$ cat config.mk
export PLATFORM = sky130hd
export DESIGN_NAME = isotp_dtc_report_receiver_top
export DESIGN_NICKNAME = d
export VERILOG_FILES = /design/src/hw/rtl/idrr_pkg.sv /design/src/hw/rtl/idrr_ram.sv /design/src/hw/rtl/idrr_decode.sv /design/src/hw/rtl/isotp_dtc_report_receiver_top.sv
export SDC_FILE = /design/constraint.sdc
export NUM_CORES = 1
export LEC_CHECK = 0
export ABC_AREA = 1
export BUFFER_PORTS_ARGS = -buffer_cell sky130_fd_sc_hd__buf_2
export CAP_MARGIN = 5
export CORE_UTILIZATION = 55
export CTS_BUF_LIST = sky130_fd_sc_hd__clkbuf_4 sky130_fd_sc_hd__clkbuf_8
export DETAILED_ROUTE_END_ITERATION = 10
export PLACE_DENSITY_LB_ADDON = 0.15
export SYNTH_ARGS = -nofsm -noshare
export SYNTH_HDL_FRONTEND = slang
export SYNTH_SLANG_ARGS = --single-unit
$ cat constraint.sdc
create_clock -name clk -period 13 [get_ports clk]
set_input_delay 1.95 -clock clk [delete_from_list [all_inputs] [get_ports clk]]
set_output_delay 1.95 -clock clk [all_outputs]
set_load 0.05 [all_outputs]
$ cat src/hw/rtl/idrr_pkg.sv
`timescale 1ns / 1ps
`default_nettype none
// ---------------------------------------------------------------------------
// idrr_pkg: shared definitions for the iso-tp fault report receiver
// Protocol bytes, phase and result codes, and the frame decision record.
// ---------------------------------------------------------------------------
package idrr_pkg;

    localparam int unsigned MAX_PAYLOAD_DEF = 90;
    localparam int unsigned MAX_FAULTS_DEF  = 16;

    localparam logic [28:0] RESET_REPLY_ID = 29'h18DAF140;

    // command codes on the mode field
    localparam logic [1:0] MODE_FRAME = 2'd0;
    localparam logic [1:0] MODE_START = 2'd1;
    localparam logic [1:0] MODE_STOP  = 2'd2;

    // result kinds
    localparam logic [1:0] KIND_NONE      = 2'd0;
    localparam logic [1:0] KIND_TX        = 2'd1;
    localparam logic [1:0] KIND_FAULT     = 2'd2;
    localparam logic [1:0] KIND_DONE_NONE = 2'd3;

    // session phases
    localparam logic [2:0] PH_SESSION  = 3'd0;
    localparam logic [2:0] PH_REPLY    = 3'd1;
    localparam logic [2:0] PH_SEGMENTS = 3'd2;
    localparam logic [2:0] PH_DONE     = 3'd3;
    localparam logic [2:0] PH_ERROR    = 3'd4;
    localparam logic [2:0] PH_IDLE     = 3'd5;

    // iso-tp frame types
    localparam logic [3:0] PCI_SINGLE = 4'd0;
    localparam logic [3:0] PCI_FIRST  = 4'd1;
    localparam logic [3:0] PCI_CONSEC = 4'd2;

    // uds bytes
    localparam logic [7:0] SID_NEG_RSP    = 8'h7F;
    localparam logic [7:0] SID_SESS_RSP   = 8'h50;
    localparam logic [7:0] SESS_EXTENDED  = 8'h03;
    localparam logic [7:0] SID_DTC_RSP    = 8'h59;
    localparam logic [7:0] SUBFN_BY_MASK  = 8'h02;
    localparam logic [7:0] REQ_PCI        = 8'h03;
    localparam logic [7:0] SID_READ_DTC   = 8'h19;
    localparam logic [7:0] STATUS_MASK    = 8'hFF;
    localparam logic [7:0] FC_CONTINUE    = 8'h30;

    localparam logic [2:0] REQ_LENGTH     = 3'd4;
    localparam logic [2:0] FC_LENGTH      = 3'd3;
    localparam logic [2:0] FF_DATA_MAX    = 3'd6;
    localparam logic [2:0] SF_DATA_START  = 3'd1;
    localparam logic [2:0] FF_DATA_START  = 3'd2;
    localparam logic [2:0] CF_DATA_START  = 3'd1;
    localparam logic [3:0] DLC_MAX        = 4'd8;

    // dtc record layout in the reassembled payload
    localparam int unsigned REC_FIRST_OFF = 3;
    localparam int unsigned REC_STRIDE    = 4;
    localparam int unsigned REC_BYTES     = 3;

    typedef logic [7:0][7:0] frame_bytes_t;
    typedef logic [3:0][7:0] tx_bytes_t;

    typedef struct packed {
        logic [2:0] phase;
        logic [1:0] kind;
        logic [2:0] tx_length;
        tx_bytes_t  tx;
        logic       report;
        logic [2:0] copy_src;
        logic [2:0] copy_cnt;
        logic [7:0] copy_dst;
        logic [7:0] received;
        logic [7:0] expected;
        logic [3:0] next_seq;
    } decision_t;

endpackage
`default_nettype wire

$ cat src/hw/rtl/idrr_ram.sv
`timescale 1ns / 1ps
`default_nettype none
// ---------------------------------------------------------------------------
// idrr_ram: generic single-write, single-read memory
// One write port and one read port with registered read data.
// ---------------------------------------------------------------------------
module idrr_ram #(
    parameter int unsigned WIDTH = 8,
    parameter int unsigned DEPTH = 90,
    localparam int unsigned ADDR_W = (DEPTH > 1) ? $clog2(DEPTH) : 1
) (
    input  wire logic              clk,
    input  wire logic              we,
    input  wire logic [ADDR_W-1:0] waddr,
    input  wire logic [WIDTH-1:0]  wdata,
    input  wire logic [ADDR_W-1:0] raddr,
    output logic      [WIDTH-1:0]  rdata
);

    logic [WIDTH-1:0] mem [DEPTH];

    always_ff @(posedge clk)
    begin
        if (we)
        begin
            mem[waddr] <= wdata;
        end
        rdata <= mem[raddr];
    end

endmodule
`default_nettype wire

$ cat src/hw/rtl/idrr_decode.sv
`timescale 1ns / 1ps
`default_nettype none
// ---------------------------------------------------------------------------
// idrr_decode: frame classifier
// Decides the next phase, the reply to send and the byte copy for one beat.
// ---------------------------------------------------------------------------
module idrr_decode #(
    parameter int unsigned MAX_PAYLOAD = idrr_pkg::MAX_PAYLOAD_DEF
) (
    input  wire logic [1:0]              mode,
    input  wire logic [28:0]             can_id,
    input  wire logic [3:0]              dlc,
    input  wire idrr_pkg::frame_bytes_t  data,
    input  wire logic [28:0]             reply_id,
    input  wire logic [2:0]              phase_cur,
    input  wire logic [7:0]              received_cur,
    input  wire logic [7:0]              expected_cur,
    input  wire logic [3:0]              seq_cur,
    output idrr_pkg::decision_t          dec
);

    logic [3:0]  dlc_c;
    logic [3:0]  avail;
    logic [3:0]  pci;
    logic [3:0]  low;
    logic [11:0] total;
    logic [7:0]  total_cap;
    logic [7:0]  room;
    logic [2:0]  cf_cnt;

    always_comb
    begin
        dlc_c     = (dlc > idrr_pkg::DLC_MAX) ? idrr_pkg::DLC_MAX : dlc;
        avail     = (dlc_c == 4'd0) ? 4'd0 : dlc_c - 4'd1;
        pci       = data[0][7:4];
        low       = data[0][3:0];
        total     = {low, data[1]};
        total_cap = (total > 12'(MAX_PAYLOAD)) ? 8'(MAX_PAYLOAD) : total[7:0];
        room      = (received_cur < expected_cur) ? expected_cur - received_cur : 8'd0;
        cf_cnt    = (room < {4'd0, avail}) ? room[2:0] : avail[2:0];

        dec           = '0;
        dec.phase     = phase_cur;
        dec.kind      = idrr_pkg::KIND_NONE;
        dec.received  = received_cur;
        dec.expected  = expected_cur;
        dec.next_seq  = seq_cur;

        case (mode)
            idrr_pkg::MODE_START:
            begin
                dec.phase = idrr_pkg::PH_SESSION;
            end
            idrr_pkg::MODE_STOP:
            begin
                dec.phase = idrr_pkg::PH_IDLE;
            end
            idrr_pkg::MODE_FRAME:
            begin
                if (can_id == reply_id && phase_cur != idrr_pkg::PH_IDLE)
                begin
                    if (dlc_c >= 4'd2 && data[1] == idrr_pkg::SID_NEG_RSP)
                    begin
                        dec.phase = idrr_pkg::PH_ERROR;
                    end
                    else if (phase_cur == idrr_pkg::PH_SESSION && dlc_c >= 4'd3 &&
                             data[1] == idrr_pkg::SID_SESS_RSP &&
                             data[2] == idrr_pkg::SESS_EXTENDED)
                    begin
                        dec.phase     = idrr_pkg::PH_REPLY;
                        dec.kind      = idrr_pkg::KIND_TX;
                        dec.tx_length = idrr_pkg::REQ_LENGTH;
                        dec.tx[0]     = idrr_pkg::REQ_PCI;
                        dec.tx[1]     = idrr_pkg::SID_READ_DTC;
                        dec.tx[2]     = idrr_pkg::SUBFN_BY_MASK;
                        dec.tx[3]     = idrr_pkg::STATUS_MASK;
                    end
                    else if (phase_cur == idrr_pkg::PH_REPLY && pci == idrr_pkg::PCI_SINGLE)
                    begin
                        // a single frame length never exceeds the smallest buffer
                        if (low >= 4'd3 && dlc_c >= 4'd4 &&
                            data[1] == idrr_pkg::SID_DTC_RSP &&
                            data[2] == idrr_pkg::SUBFN_BY_MASK)
                        begin
                            dec.copy_src = idrr_pkg::SF_DATA_START;
                            dec.copy_cnt = (low < avail) ? low[2:0] : avail[2:0];
                            dec.copy_dst = 8'd0;
                            dec.received = {4'd0, low};
                            dec.phase    = idrr_pkg::PH_DONE;
                            dec.report   = 1'b1;
                        end
                    end
                    else if (phase_cur == idrr_pkg::PH_REPLY && pci == idrr_pkg::PCI_FIRST)
                    begin
                        dec.expected  = total_cap;
                        dec.next_seq  = 4'd1;
                        dec.copy_src  = idrr_pkg::FF_DATA_START;
                        dec.copy_cnt  = (total_cap < {5'd0, idrr_pkg::FF_DATA_MAX}) ?
                                        total_cap[2:0] : idrr_pkg::FF_DATA_MAX;
                        dec.copy_dst  = 8'd0;
                        dec.received  = {5'd0, dec.copy_cnt};
                        dec.phase     = idrr_pkg::PH_SEGMENTS;
                        dec.kind      = idrr_pkg::KIND_TX;
                        dec.tx_length = idrr_pkg::FC_LENGTH;
                        dec.tx[0]     = idrr_pkg::FC_CONTINUE;
                    end
                    else if (phase_cur == idrr_pkg::PH_SEGMENTS &&
                             pci == idrr_pkg::PCI_CONSEC)
                    begin
                        if (low == seq_cur)
                        begin
                            dec.next_seq = seq_cur + 4'd1;
                            dec.copy_src = idrr_pkg::CF_DATA_START;
                            dec.copy_cnt = cf_cnt;
                            dec.copy_dst = received_cur;
                            dec.received = received_cur + {5'd0, cf_cnt};
                            if (dec.received >= expected_cur)
                            begin
                                dec.phase  = idrr_pkg::PH_DONE;
                                dec.report = 1'b1;
                            end
                        end
                    end
                end
            end
            default:
            begin
                dec.phase = phase_cur;
            end
        endcase
    end

endmodule
`default_nettype wire

$ cat src/hw/rtl/isotp_dtc_report_receiver_top.sv
`timescale 1ns / 1ps
`default_nettype none
// ---------------------------------------------------------------------------
// isotp_dtc_report_receiver_top: iso-tp receiver for a uds fault report
// Sequence: an accepted frame is registered, decoded in the exec state, its
//   payload bytes are written one per cycle in the copy state, and a report
//   then checks for a complete record and reads each record's three bytes
//   before its result beat. A new frame is taken only in idle: stall stays
//   high until the last result beat is taken.
// Reset: phase idle, reply id at its default, buffer reads zero through
//   per-byte fill flags, so no clearing pass is needed.
// ---------------------------------------------------------------------------
module isotp_dtc_report_receiver_top #(
    parameter int unsigned MAX_PAYLOAD = idrr_pkg::MAX_PAYLOAD_DEF,
    parameter int unsigned MAX_FAULTS  = idrr_pkg::MAX_FAULTS_DEF
) (
    input  wire logic        clk,
    input  wire logic        rst_n,

    input  wire logic        cfg_write_en,
    input  wire logic [28:0] cfg_write_data,

    input  wire logic        frame_valid,
    output logic             frame_stall,
    input  wire logic [1:0]  mode,
    input  wire logic [28:0] can_id,
    input  wire logic [3:0]  dlc,
    input  wire logic [7:0]  byte0,
    input  wire logic [7:0]  byte1,
    input  wire logic [7:0]  byte2,
    input  wire logic [7:0]  byte3,
    input  wire logic [7:0]  byte4,
    input  wire logic [7:0]  byte5,
    input  wire logic [7:0]  byte6,
    input  wire logic [7:0]  byte7,

    output logic             result_valid,
    input  wire logic        result_stall,
    output logic [1:0]       kind,
    output logic [2:0]       tx_length,
    output logic [7:0]       tx_first,
    output logic [7:0]       tx_second,
    output logic [7:0]       tx_third,
    output logic [7:0]       tx_fourth,
    output logic [23:0]      fault_code,
    output logic [5:0]       fault_index,
    output logic [2:0]       phase,
    output logic             last
);

    localparam int unsigned ADDR_W = (MAX_PAYLOAD > 1) ? $clog2(MAX_PAYLOAD) : 1;
    localparam int unsigned OFF_W  = $clog2(MAX_PAYLOAD + 8);
    localparam int unsigned CMP_W  = (OFF_W > 8) ? OFF_W + 1 : 9;
    localparam int unsigned CNT_W  = $clog2(MAX_FAULTS + 1);

    typedef enum logic [7:0] {
        S_IDLE  = 8'b0000_0001,
        S_EXEC  = 8'b0000_0010,
        S_COPY  = 8'b0000_0100,
        S_CHECK = 8'b0000_1000,
        S_RD1   = 8'b0001_0000,
        S_RD2   = 8'b0010_0000,
        S_RD3   = 8'b0100_0000,
        S_OUT   = 8'b1000_0000
    } state_t;

    // control state
    state_t                 state_reg, state_next;
    logic [2:0]             phase_reg, phase_next;
    logic [7:0]             received_reg, received_next;
    logic [7:0]             expected_reg, expected_next;
    logic [3:0]             seq_reg, seq_next;
    logic [28:0]            reply_id_reg;
    logic [MAX_PAYLOAD-1:0] filled_reg;
    logic                   rfill_reg;

    // captured frame
    logic [1:0]             mode_reg, mode_next;
    logic [28:0]            can_id_reg, can_id_next;
    logic [3:0]             dlc_reg, dlc_next;
    idrr_pkg::frame_bytes_t data_reg, data_next;

    // sequencer datapath
    logic [2:0]             copy_src_reg, copy_src_next;
    logic [2:0]             copy_cnt_reg, copy_cnt_next;
    logic [ADDR_W-1:0]      copy_dst_reg, copy_dst_next;
    logic                   report_reg, report_next;
    logic [OFF_W-1:0]       off_reg, off_next;
    logic [CNT_W-1:0]       count_reg, count_next;

    // result
    logic [1:0]             kind_reg, kind_next;
    logic [2:0]             tx_len_reg, tx_len_next;
    idrr_pkg::tx_bytes_t    tx_reg, tx_next;
    logic [23:0]            code_reg, code_next;
    logic [5:0]             index_reg, index_next;
    logic                   last_reg, last_next;

    idrr_pkg::decision_t    dec;
    logic                   mem_we;
    logic [ADDR_W-1:0]      mem_raddr;
    logic [7:0]             mem_rdata;
    logic [7:0]             rd_byte;
    logic [OFF_W-1:0]       rd_step;
    logic [OFF_W-1:0]       addr_sum;
    logic                   more_now;
    logic                   more_after;

    function automatic logic rec_more(input logic [OFF_W-1:0] off,
                                      input logic [CNT_W-1:0] cnt,
                                      input logic [7:0]       recv);
        logic [CMP_W-1:0] o;
        begin
            o = CMP_W'(off);
            return ((o + CMP_W'(idrr_pkg::REC_STRIDE)) <= CMP_W'(recv)) &&
                   (cnt < CNT_W'(MAX_FAULTS)) &&
                   ((o + CMP_W'(idrr_pkg::REC_BYTES - 1)) < CMP_W'(MAX_PAYLOAD));
        end
    endfunction

    idrr_decode #(
        .MAX_PAYLOAD (MAX_PAYLOAD)
    ) u_decode (
        .mode         (mode_reg),
        .can_id       (can_id_reg),
        .dlc          (dlc_reg),
        .data         (data_reg),
        .reply_id     (reply_id_reg),
        .phase_cur    (phase_reg),
        .received_cur (received_reg),
        .expected_cur (expected_reg),
        .seq_cur      (seq_reg),
        .dec          (dec)
    );

    idrr_ram #(
        .WIDTH (8),
        .DEPTH (MAX_PAYLOAD)
    ) u_payload_ram (
        .clk   (clk),
        .we    (mem_we),
        .waddr (copy_dst_reg),
        .wdata (data_reg[copy_src_reg]),
        .raddr (mem_raddr),
        .rdata (mem_rdata)
    );

    // shared address adder: record offset plus byte step
    always_comb
    begin
        case (state_reg)
            S_RD1:   rd_step = OFF_W'(1);
            S_RD2:   rd_step = OFF_W'(2);
            default: rd_step = '0;
        endcase
        addr_sum   = off_reg + rd_step;
        mem_raddr  = ADDR_W'(addr_sum);
        mem_we     = (state_reg == S_COPY);
        rd_byte    = rfill_reg ? mem_rdata : 8'h00;
        more_now   = rec_more(off_reg, count_reg, received_reg);
        more_after = rec_more(off_reg + OFF_W'(idrr_pkg::REC_STRIDE),
                              count_reg + CNT_W'(1), received_reg);
    end

    always_comb
    begin
        state_next    = state_reg;
        phase_next    = phase_reg;
        received_next = received_reg;
        expected_next = expected_reg;
        seq_next      = seq_reg;
        mode_next     = mode_reg;
        can_id_next   = can_id_reg;
        dlc_next      = dlc_reg;
        data_next     = data_reg;
        copy_src_next = copy_src_reg;
        copy_cnt_next = copy_cnt_reg;
        copy_dst_next = copy_dst_reg;
        report_next   = report_reg;
        off_next      = off_reg;
        count_next    = count_reg;
        kind_next     = kind_reg;
        tx_len_next   = tx_len_reg;
        tx_next       = tx_reg;
        code_next     = code_reg;
        index_next    = index_reg;
        last_next     = last_reg;

        case (state_reg)
            S_IDLE:
            begin
                if (frame_valid)
                begin
                    mode_next   = mode;
                    can_id_next = can_id;
                    dlc_next    = dlc;
                    data_next   = {byte7, byte6, byte5, byte4, byte3, byte2, byte1, byte0};
                    state_next  = S_EXEC;
                end
            end
            S_EXEC:
            begin
                phase_next    = dec.phase;
                received_next = dec.received;
                expected_next = dec.expected;
                seq_next      = dec.next_seq;
                kind_next     = dec.kind;
                tx_len_next   = dec.tx_length;
                tx_next       = dec.tx;
                code_next     = '0;
                index_next    = '0;
                last_next     = 1'b1;
                copy_src_next = dec.copy_src;
                copy_cnt_next = dec.copy_cnt;
                copy_dst_next = ADDR_W'(dec.copy_dst);
                report_next   = dec.report;
                off_next      = OFF_W'(idrr_pkg::REC_FIRST_OFF);
                count_next    = '0;
                if (dec.copy_cnt != 3'd0)
                begin
                    state_next = S_COPY;
                end
                else if (dec.report)
                begin
                    state_next = S_CHECK;
                end
                else
                begin
                    state_next = S_OUT;
                end
            end
            S_COPY:
            begin
                // one payload byte per cycle
                copy_src_next = copy_src_reg + 3'd1;
                copy_dst_next = copy_dst_reg + ADDR_W'(1);
                copy_cnt_next = copy_cnt_reg - 3'd1;
                if (copy_cnt_reg == 3'd1)
                begin
                    state_next = report_reg ? S_CHECK : S_OUT;
                end
            end
            S_CHECK:
            begin
                if (more_now)
                begin
                    state_next = S_RD1;
                end
                else
                begin
                    // report with no complete record
                    kind_next   = idrr_pkg::KIND_DONE_NONE;
                    tx_len_next = '0;
                    tx_next     = '0;
                    code_next   = '0;
                    index_next  = '0;
                    last_next   = 1'b1;
                    state_next  = S_OUT;
                end
            end
            S_RD1:
            begin
                code_next[23:16] = rd_byte;
                state_next       = S_RD2;
            end
            S_RD2:
            begin
                code_next[15:8] = rd_byte;
                state_next      = S_RD3;
            end
            S_RD3:
            begin
                code_next[7:0] = rd_byte;
                kind_next      = idrr_pkg::KIND_FAULT;
                tx_len_next    = '0;
                tx_next        = '0;
                index_next     = 6'(count_reg);
                off_next       = off_reg + OFF_W'(idrr_pkg::REC_STRIDE);
                count_next     = count_reg + CNT_W'(1);
                last_next      = !more_after;
                state_next     = S_OUT;
            end
            S_OUT:
            begin
                if (!result_stall)
                begin
                    state_next = last_reg ? S_IDLE : S_CHECK;
                end
            end
            default:
            begin
                state_next = S_IDLE;
            end
        endcase
    end

    always_ff @(posedge clk or negedge rst_n)
    begin
        if (!rst_n)
        begin
            state_reg    <= S_IDLE;
            phase_reg    <= idrr_pkg::PH_IDLE;
            received_reg <= '0;
            expected_reg <= '0;
            seq_reg      <= '0;
            reply_id_reg <= idrr_pkg::RESET_REPLY_ID;
            filled_reg   <= '0;
            rfill_reg    <= 1'b0;
        end
        else
        begin
            state_reg    <= state_next;
            phase_reg    <= phase_next;
            received_reg <= received_next;
            expected_reg <= expected_next;
            seq_reg      <= seq_next;
            if (cfg_write_en)
            begin
                reply_id_reg <= cfg_write_data;
            end
            if (mem_we)
            begin
                filled_reg[copy_dst_reg] <= 1'b1;
            end
            // fill flag travels with the registered read data
            rfill_reg <= filled_reg[mem_raddr];
        end
    end

    always_ff @(posedge clk)
    begin
        mode_reg     <= mode_next;
        can_id_reg   <= can_id_next;
        dlc_reg      <= dlc_next;
        data_reg     <= data_next;
        copy_src_reg <= copy_src_next;
        copy_cnt_reg <= copy_cnt_next;
        copy_dst_reg <= copy_dst_next;
        report_reg   <= report_next;
        off_reg      <= off_next;
        count_reg    <= count_next;
        kind_reg     <= kind_next;
        tx_len_reg   <= tx_len_next;
        tx_reg       <= tx_next;
        code_reg     <= code_next;
        index_reg    <= index_next;
        last_reg     <= last_next;
    end

    assign frame_stall  = (state_reg != S_IDLE);
    assign result_valid = (state_reg == S_OUT);
    assign kind         = kind_reg;
    assign tx_length    = tx_len_reg;
    assign tx_first     = tx_reg[0];
    assign tx_second    = tx_reg[1];
    assign tx_third     = tx_reg[2];
    assign tx_fourth    = tx_reg[3];
    assign fault_code   = code_reg;
    assign fault_index  = index_reg;
    assign phase        = phase_reg;
    assign last         = last_reg;

endmodule
`default_nettype wire

Word-level counts from Yosys, hierarchy flattened
Memory sizes are Yosys's and may differ from the RTL's. A register that Yosys moved wholly into a read port is not among the register bits. Cells that the tools add are included.

Bits of input ports: 133. Register bits: 344. Bits in writable memories: 720. Memories: 1. Output and inout bits: 73.

Memories: u_payload_ram.mem (words 90, bits a word 8, read ports 1, clocked after Yosys merged registers in 1, write ports 1, RTL line idrr_ram.sv:20) `logic [WIDTH-1:0] mem [DEPTH];`.

Equality and inequality tests: 34. Bitwise operators: 4. Add/sub/neg operators: 14. Mux-type cells: 76. Reduce and logical (&&, ||, !) cells: 41. $lt $le $gt $ge: 21.

Operators with widths (number): 72-bit 2-to-1 mux (2); 8-bit 2-to-1 mux (15); 32-bit case mux with 3 select lines (1); 23-bit 2-to-1 mux (4); 90-bit OR (1); 75-bit 2-to-1 mux (1); 8-bit case mux with 3 select lines (3); 8-bit case mux with 8 select lines (1); 24-bit 2-to-1 mux (2); 35-bit 2-to-1 mux (1); 3-bit 2-to-1 mux (11); 8-bit by 7-bit equality test with 1-bit output (second input constant) (4); 32-bit 2-to-1 mux (1); 29-bit equality test (1); 4-bit 2-to-1 mux (7); 7-bit case mux with 2 select lines (2); 8-bit binary-select mux with 3-bit select (1); 8-bit by 2-bit equality test with 1-bit output (second input constant) (3); 22-bit 2-to-1 mux (1); 3-bit nonzero test (7); 6-bit by 1-bit inequality test with 1-bit output (second input constant) (3); 3-bit case mux with 3 select lines (2); 6-bit case mux with 3 select lines (1); 7-bit by 2-bit adder with 8-bit output (second input constant) (2); 67 further kinds (113).

Logic depth before layout (Yosys ltp)
Gate-level depths: netlist of run 1.

Depth after elaboration: 20. Gate-level depth with buffers: 39.

By module
From an unflattened synthesis of run 1, not the netlist that was laid out.

Cell total of the unflattened synthesis: 4475. Area total of the unflattened synthesis: 47498.1 um2.

Modules (own cells, without submodules): idrr_ram (instances 1, area each 29686.0 um2, cells each 2511); isotp_dtc_report_receiver_top (instances 1, area each 14518.9 um2, cells each 1370); idrr_decode (instances 1, area each 3293.2 um2, cells each 594).

Least setup slack after synthesis of run 1
No wires, ideal clock.

Kind: input -> register. Start: in result_stall. End: reg can_id_reg[0] (enable). Slack: 6.030 ns. Setup time: 0.558 ns. Buffers on the path: 0. Stages on the path: 5. Arrival time: 6.412 ns. Cell sequence: nand2_1 -> nand2_1 -> nor2_1 -> inv_1 -> nor2_1.

RTL lines: start: declaration (RTL line isotp_dtc_report_receiver_top.sv:38) `input wire logic result_stall,`; end signal: assignment (RTL line isotp_dtc_report_receiver_top.sv:333) `can_id_reg <= can_id_next;`; end: declaration (RTL line isotp_dtc_report_receiver_top.sv:79) `logic [28:0] can_id_reg, can_id_next;`.

Final worst setup path of run 1
Start: reg received_reg[3]. End: reg phase_reg[2] (netlist: phase[2]).

Cells in the longest elaborated chain, start to end: 8.

Ends and longest elaborated chain: start: declaration (RTL line isotp_dtc_report_receiver_top.sv:70) `logic [7:0] received_reg, received_next;`; start signal: assignment (RTL line isotp_dtc_report_receiver_top.sv:314) `received_reg <= received_next;`; 8-bit subtractor / 8-bit < comparator (equally long branches) (RTL line idrr_decode.sv:39) `room = (received_cur < expected_cur) ? expected_cur - received_cur : 8'd0;`; 8-bit 2-to-1 mux (RTL line idrr_decode.sv:39); 8-bit by 4-bit < comparator with 1-bit output (RTL line idrr_decode.sv:40) `cf_cnt = (room < {4'd0, avail}) ? room[2:0] : avail[2:0];`; 3-bit 2-to-1 mux (RTL line idrr_decode.sv:40); 8-bit by 3-bit adder with 8-bit output (*) (RTL line idrr_decode.sv:116) `dec.received = received_cur + {5'd0, cf_cnt};`; 8-bit >= comparator (*) (RTL line idrr_decode.sv:117) `if (dec.received >= expected_cur)`; 6-bit by 1-bit inequality test with 1-bit output (no source line) (*); 7-bit AND reduction (no source line) (*); end signal: assignment (RTL line isotp_dtc_report_receiver_top.sv:302) `phase_reg <= idrr_pkg::PH_IDLE;`; end signal: assignment (RTL line isotp_dtc_report_receiver_top.sv:313) `phase_reg <= phase_next;`; end: declaration (RTL line isotp_dtc_report_receiver_top.sv:69) `logic [2:0] phase_reg, phase_next;`.

Mark *: on every way between the ends. The rest lies on a longest branch, timed or not. A chain may end at the register's enable or synchronous reset.

==> results of run 1 <==
[per-stage QoR]
| step | hold slack, ns | cells |
|---|---|---|
| 2_1_floorplan | 0.424 | 3688 |
| 3_3_place_gp | 0.436 | 4724 |
| 3_5_place_dp | 0.445 | 4724 |
| 4_1_cts | 0.459 | 5039 |
| 5_1_grt | 0.466 | 5040 |
| 6_report | 0.457 | 5040 |
[logic make-up after synthesis]
logic type | share of synthesized area
compound gates | 0.123
xor+xnor | 0.00839
fa+ha+maj | 0.0146
buf+inv | 0.0472
flops | 0.689
mux | 0.00512
other cells | 0.000171
simple gates | 0.113
[worst register-to-register path, delay by kind of cell, from the launching register on]
kind	cells	cell delay [ns]
adders and majority gates	5	1.44
and+or+nand+nor	19	2.36
xor gates and xnor gates	1	0.22
buffers and inverters	3	0.35
DFF	1	0.39
AOI/OAI and AO/OA	6	0.86
[layout make-up]
type	count	share of cell area
clock buffers	256	0.0626
diodes	1	0.0000511
well taps	1050	0.0268
repair buffers	226	0.0252
inverters	214	0.0168
flip-flops and latches	1037	0.619
clock inverters	59	0.00761
multi-input cells	2197	0.242
[cell usage in the layout (no fill, tap or decap), types with 47 or more instances in the layout]
cell type    n
nor2_1     630
buf_2      187
o221ai_1   116
edfxtp_1   878
nand3_1    138
o211ai_1    76
o21ai_0    480
a21oi_1     87
nand2_1    223
clkbuf_8   183
o22ai_1     82
or2_2       57
inv_1      197
clkbuf_4    73
ha_1        47
dfrtp_1    135
[per-layer routing]
metal,track usage,vias up
met5,0,-
met4,0.104,4
met3,0.0418,229
met2,0.438,1106
met1,0.369,14300
li1,-,13600
[path summary, 6_finish.rpt]
kind | from | endpoint | cells after the start | slack [ns]
max | received_reg[3]$_DFFE_PN0P_ | phase[2]$_DFFE_PN1P_ | 34 | 7.33
min reg2reg | filled_reg[66]$_DFFE_PN0P_ | filled_reg[66]$_DFFE_PN0P_ | 2 | 0.46
max in group asynchronous | rst_n | filled_reg[7]$_DFFE_PN0P_ | 3 | 10.00
max reg2reg | received_reg[3]$_DFFE_PN0P_ | phase[2]$_DFFE_PN1P_ | 34 | 7.33
min in group asynchronous | rst_n | reply_id_reg[0]$_DFFE_PN0P_ | 1 | 1.04
min | filled_reg[66]$_DFFE_PN0P_ | filled_reg[66]$_DFFE_PN0P_ | 2 | 0.46
[power by group through the flow]
stage          Sequential (W)  Clock [W]  Combinational, W
2_1_floorplan         0.00450          0          0.000763
3_3_place_gp          0.00438          0           0.00136
3_5_place_dp          0.00438          0           0.00138
4_1_cts               0.00432    0.00289           0.00138
5_1_grt               0.00434    0.00303           0.00150
6_report              0.00432    0.00285           0.00138
==> results.py, run 1 <==
metrics = {
    "status": {
        "outcome": "finished, final reports clean",
    },
    "synthesis": {
        "synthArstFlopShare": 0.146,
        "synth-warning-count": 0,
        "synth-edff-count": 878,
        "synth_cells": 3671,
        "synth_area_leaders": "edfxtp_1 (60%), dfrtp_1 (7.7%), o21ai_0 (5.5%)",
        "yosysMostFrequentCell": "edfxtp_1",
        "synth-main-ff-cell": "edfxtp_1",
        "syn_area_per_cell_um2": 12.0,
        "synth_top_area_frac": 0.599,
        "yosys.area.top_type": "edfxtp_1",
        "synth_area_mm2": 0.0440,
        "ys_seq_elements": 1037,
        "yosysSeqAreaShare": 0.689,
        "yosys-top-cells-count": "edfxtp_1 (878), nor2_1 (631), o21ai_0 (480)",
        "synth.distinct_cells": 62,
    },
    "power_and_ir_drop": {
        "seqPwrFrac": 0.505,
        "cellPowerDensity_mw_per_mm2": 175,
        "leakage_nw": 17.9,
        "power.total_w": 0.00855,
        "pwr-share-clk": 0.333,
        "comb_power_share": 0.162,
        "power.internal_w": 0.00602,
        "switching_share": 0.296,
        "vdd_drop_max_mv": 0.193,
        "p_sw_w": 0.00253,
    },
    "sta": {
        "period_share": 0.436,
        "finalHoldViolCount": 0,
        "fmax_ghz": 0.176,
        "setup_violations": 0,
        "setup_tns_ns": 0,
        "finalCriticalPeriod_ns": 5.67,
        "worst_slew_pin_slew_ns": 1.18,
        "grt_setup_unrepaired": "no",
        "drv_slew": 0,
        "worst_slack_ns": 7.33,
        "clock_skew_ns": 0.0505,
        "maxSlewHeadroom": 0.212,
    },
    "clock_network": {
        "cts_sinks": 1037,
        "clk_pin_slew_ns": 0.06,
        "cts_resized": 0,
        "cts-buffers-inserted": 167,
        "clk_root_buffer_cell": "clkbuf_8",
        "clk_latency_ns": 0.84,
        "post_cts_buffers": 0,
        "cts_tree": "built",
        "cts_buffer_depth": 3,
        "cts_max_level": 4,
        "hold_buffers": 0,
    },
    "floorplan": {
        "die_x_um": 285,
        "die_area_mm2": 0.0811,
        "die_h_um": 285,
        "pin_count": 206,
        "rows": 103,
        "core_mm2": 0.0791,
        "initial_utilization": 0.556,
    },
    "finish": {
        "design_area_mm2": 0.0490,
        "synthToLayoutAreaGrowth_pct": 11.3,
        "multiInputGateArea_mm2": 0.0118,
        "drive_above_1_share": 0.164,
        "final_core_util": 0.619,
        "largest_reg_flops": 720,
        "fillers": 6318,
        "final-seq-area_mm2": 0.0303,
        "nets": 4026,
    },
    "routing": {
        "wl_met3_um": 7290,
        "wl_met2_um": 52400,
        "routed_wl_um": 110000,
        "via_per_inst": 5.82,
        "via_count": 29300,
        "drt_iter0_drc": 2642,
        "top_layer": "met5",
        "drt_first_pass_iters": 6,
        "wl_per_cell_um": 21.7,
        "met1Wirelength_um": 46600,
        "route.detailed.drc": 0,
        "antenna_left": 0,
    },
    "hold_path": {
        "min_path_type": "flip-flop to flip-flop",
    },
    "flow_run": {
        "max-cap-violations": 0,
    },
    "global_route": {
        "grt_pass1_wl_um": 167000,
        "grt_use_total": 0.270,
        "grt-ovfl-total": 0,
        "grt_max_degree": 173,
        "antenna_found_initial": 3,
        "grt_pass1_vias": 28700,
    },
    "placed_design": {
        "dpl-instance-area_mm2": 0.0455,
        "routabilityCongestion": 0.878,
        "dp_slack_ns": 7.38,
        "io_buffer_count": 188,
        "dp_hpwl_um": 63300,
    },
    "worst_setup_path": {
        "worst_setup_path_end_kind": "flip-flop",
        "slowest_delay_ns": 0.40,
        "cp.required_ns": 13.75,
        "crit_path_max_fanout": 6,
        "path_class": "flip-flop to flip-flop",
        "startpoint_type": "flip-flop",
        "crit_family": "simple AND/OR/NAND/NOR gates",
        "cp_num_buf_inv": 3,
        "crit_top_cell": "nand2_1",
        "crit_slowest_cell": "fa_1",
        "crit_arrival_ns": 6.42,
    },
}
(Power assumes the default switching activity.)
==> inputs of run 2 (changes only) <==
- clock period: 13 -> 5.4 ns (I/O delays scaled with it)
==> run 2 against run 1 <==
  * Clock skew shrank 0.0069 ns
  * Fmax grew 12%
  * Sequential cell count is the same
  * Sequential power increased by 140%
  * Largest power group unchanged
  * Cell area is 1.0% higher
==> results.py, run 2 (same netlist as run 1, synthesis figures left out) <==
metrics = {
    "status": {
        "outcome": "finished, final reports clean",
    },
    "global_route": {
        "grt_use_total": 0.269,
        "grt_pass1_wl_um": 167000,
        "grt_pass1_vias": 28600,
        "grt_max_degree": 211,
        "antenna_found_initial": 1,
        "grt-ovfl-total": 0,
    },
    "clock_network": {
        "cts_sinks": 1037,
        "clk_pin_slew_ns": 0.06,
        "cts_buffer_depth": 3,
        "hold_buffers": 0,
        "cts-buffers-inserted": 166,
        "cts_tree": "built",
        "clk_root_buffer_cell": "clkbuf_8",
        "clk_latency_ns": 0.83,
        "cts_max_level": 4,
    },
    "sta": {
        "worst_slew_pin_slew_ns": 1.16,
        "drv_slew": 0,
        "setup_violations": 0,
        "hold_slack_ns": 0.0490,
        "clock_skew_ns": 0.0437,
        "finalCriticalPeriod_ns": 5.06,
        "fmax_ghz": 0.198,
        "finalHoldViolCount": 0,
        "maxSlewHeadroom": 0.227,
        "period_share": 0.937,
    },
    "routing": {
        "drt_iter0_drc": 2889,
        "antenna_left": 0,
        "wl_per_cell_um": 21.7,
        "route.detailed.drc": 0,
        "via_per_inst": 5.85,
        "routed_wl_um": 109000,
        "via_count": 29600,
        "drt_first_pass_iters": 6,
    },
    "power_and_ir_drop": {
        "seqPwrFrac": 0.500,
        "power.internal_w": 0.0146,
        "comb_power_share": 0.165,
        "power.total_w": 0.0208,
        "leakage_nw": 18.1,
        "vdd_drop_max_mv": 0.425,
        "switching_share": 0.296,
        "pwr-share-clk": 0.334,
        "p_sw_w": 0.00614,
        "cellPowerDensity_mw_per_mm2": 420,
    },
    "worst_setup_path": {
        "crit_path_max_fanout": 4,
        "startpoint_type": "flip-flop",
        "slowest_delay_ns": 0.41,
        "crit_top_cell": "nand2_1",
        "path_class": "flip-flop to flip-flop",
        "crit_slowest_cell": "fa_2",
        "cp_num_buf_inv": 4,
        "cp.required_ns": 6.09,
        "crit_arrival_ns": 5.75,
        "worst_setup_path_end_kind": "flip-flop",
        "crit_family": "simple AND/OR/NAND/NOR gates",
    },
    "finish": {
        "nets": 4054,
        "drive_above_1_share": 0.178,
        "layout_common_cells": "edfxtp_1 (878), nor2_1 (625), o21ai_0 (477), nand2_1 (217), inv_1 (196)",
        "instances_no_fill": 5057,
        "largest_reg_flops": 720,
        "layout_commonest_cell": "edfxtp_1",
        "synthToLayoutAreaGrowth_pct": 12.4,
    },
    "flow_run": {
        "max-cap-violations": 0,
    },
    "placed_design": {
        "routabilityCongestion": 0.906,
        "io_buffer_count": 188,
        "dp.cells": 4746,
        "dp_hpwl_um": 64200,
    },
    "floorplan": {
        "die_x_um": 285,
        "initial_utilization": 0.556,
        "die_h_um": 285,
        "rows": 103,
        "core_mm2": 0.0791,
        "die_area_mm2": 0.0811,
        "pin_count": 206,
    },
    "hold_path": {
        "min_path_type": "input port to asynchronous set/reset pin",
    },
}
==> run 2: cell count changes in the layout (fill, tap and decap cells not counted), moves of 4 or more <==
cell      before  now
buf_12         0   10
buf_4         38   57
clkinv_1      35   22
ha_1          47   40
ha_4           1    5
nand2_1      223  217
nand2_2        5   11
nor2_1       630  625
==> run 2: power by group through the flow <==
stage          Clock [W]  Sequential, W  Combinational, W
3_3_place_gp           0         0.0105           0.00335
5_1_grt          0.00737         0.0104           0.00369
2_1_floorplan          0         0.0108           0.00184
6_report         0.00694         0.0104           0.00344
4_1_cts          0.00703         0.0104           0.00341
3_5_place_dp           0         0.0105           0.00340
==> run 2: timing repair <==
item                       4_1_cts  5_1_grt
pin swaps                        4       21
resized for setup                5       33
setup buffers                    1        6
setup endpoints to repair        3        6
==> run 2: worst paths after layout <==
| kind | startpoint | end | slack [ns] | depth (start not counted) |
|---|---|---|---|---|
| max | expected_reg[0]$_DFFE_PN0P_ | phase[1]$_DFFE_PN0P_ | 0.34 | 38 |
| min in group clk | byte0[5] | data_reg[5]$_DFFE_PP_ | 0.16 | 1 |
| min | rst_n | reply_id_reg[4]$_DFFE_PN0P_ | 0.05 | 1 |
| max reg2reg | expected_reg[0]$_DFFE_PN0P_ | phase[1]$_DFFE_PN0P_ | 0.34 | 38 |
| max in group asynchronous | rst_n | filled_reg[30]$_DFFE_PN0P_ | 4.10 | 2 |
| min reg2reg | filled_reg[69]$_DFFE_PN0P_ | filled_reg[69]$_DFFE_PN0P_ | 0.46 | 2 |
==> run 2: layout make-up <==
cell class / count / area, um2
Clock buffer: 256 / 3070
Tap cell: 1050 / 1310
Timing Repair Buffer: 255 / 1580
Multi-Input combinational cell: 2197 / 12000
Inverter: 214 / 823
Antenna cell: 1 / 2.50
Clock inverter: 47 / 389
Sequential cell: 1037 / 30300
Fill cell: 6273 / 29700
==> run 2: routing by layer <==
metal | track usage | routed length [um] | vias to the layer above
met2 | 0.425 | 51600 | 1198
met4 | 0.0891 | 2720 | 0
met5 | 0 | 0 | -
met1 | 0.384 | 47100 | 14500
met3 | 0.0422 | 8000 | 199
li1 | - | - | 13700
==> run 2: per-stage QoR <==
step | TNS (ns) | instance area (um2) | setup WS [ns] | util
final | 0 | 49500 | 0.340 | 0.625
after global placement | -0.0756 | 45800 | -0.0367 | 0.579
after detailed placement | -0.532 | 45800 | -0.181 | 0.579
after global routing | -0.125 | 49500 | -0.0613 | 0.625
after CTS | 0 | 49300 | 0.00917 | 0.623
after floorplan | 0 | 44100 | 0.480 | -
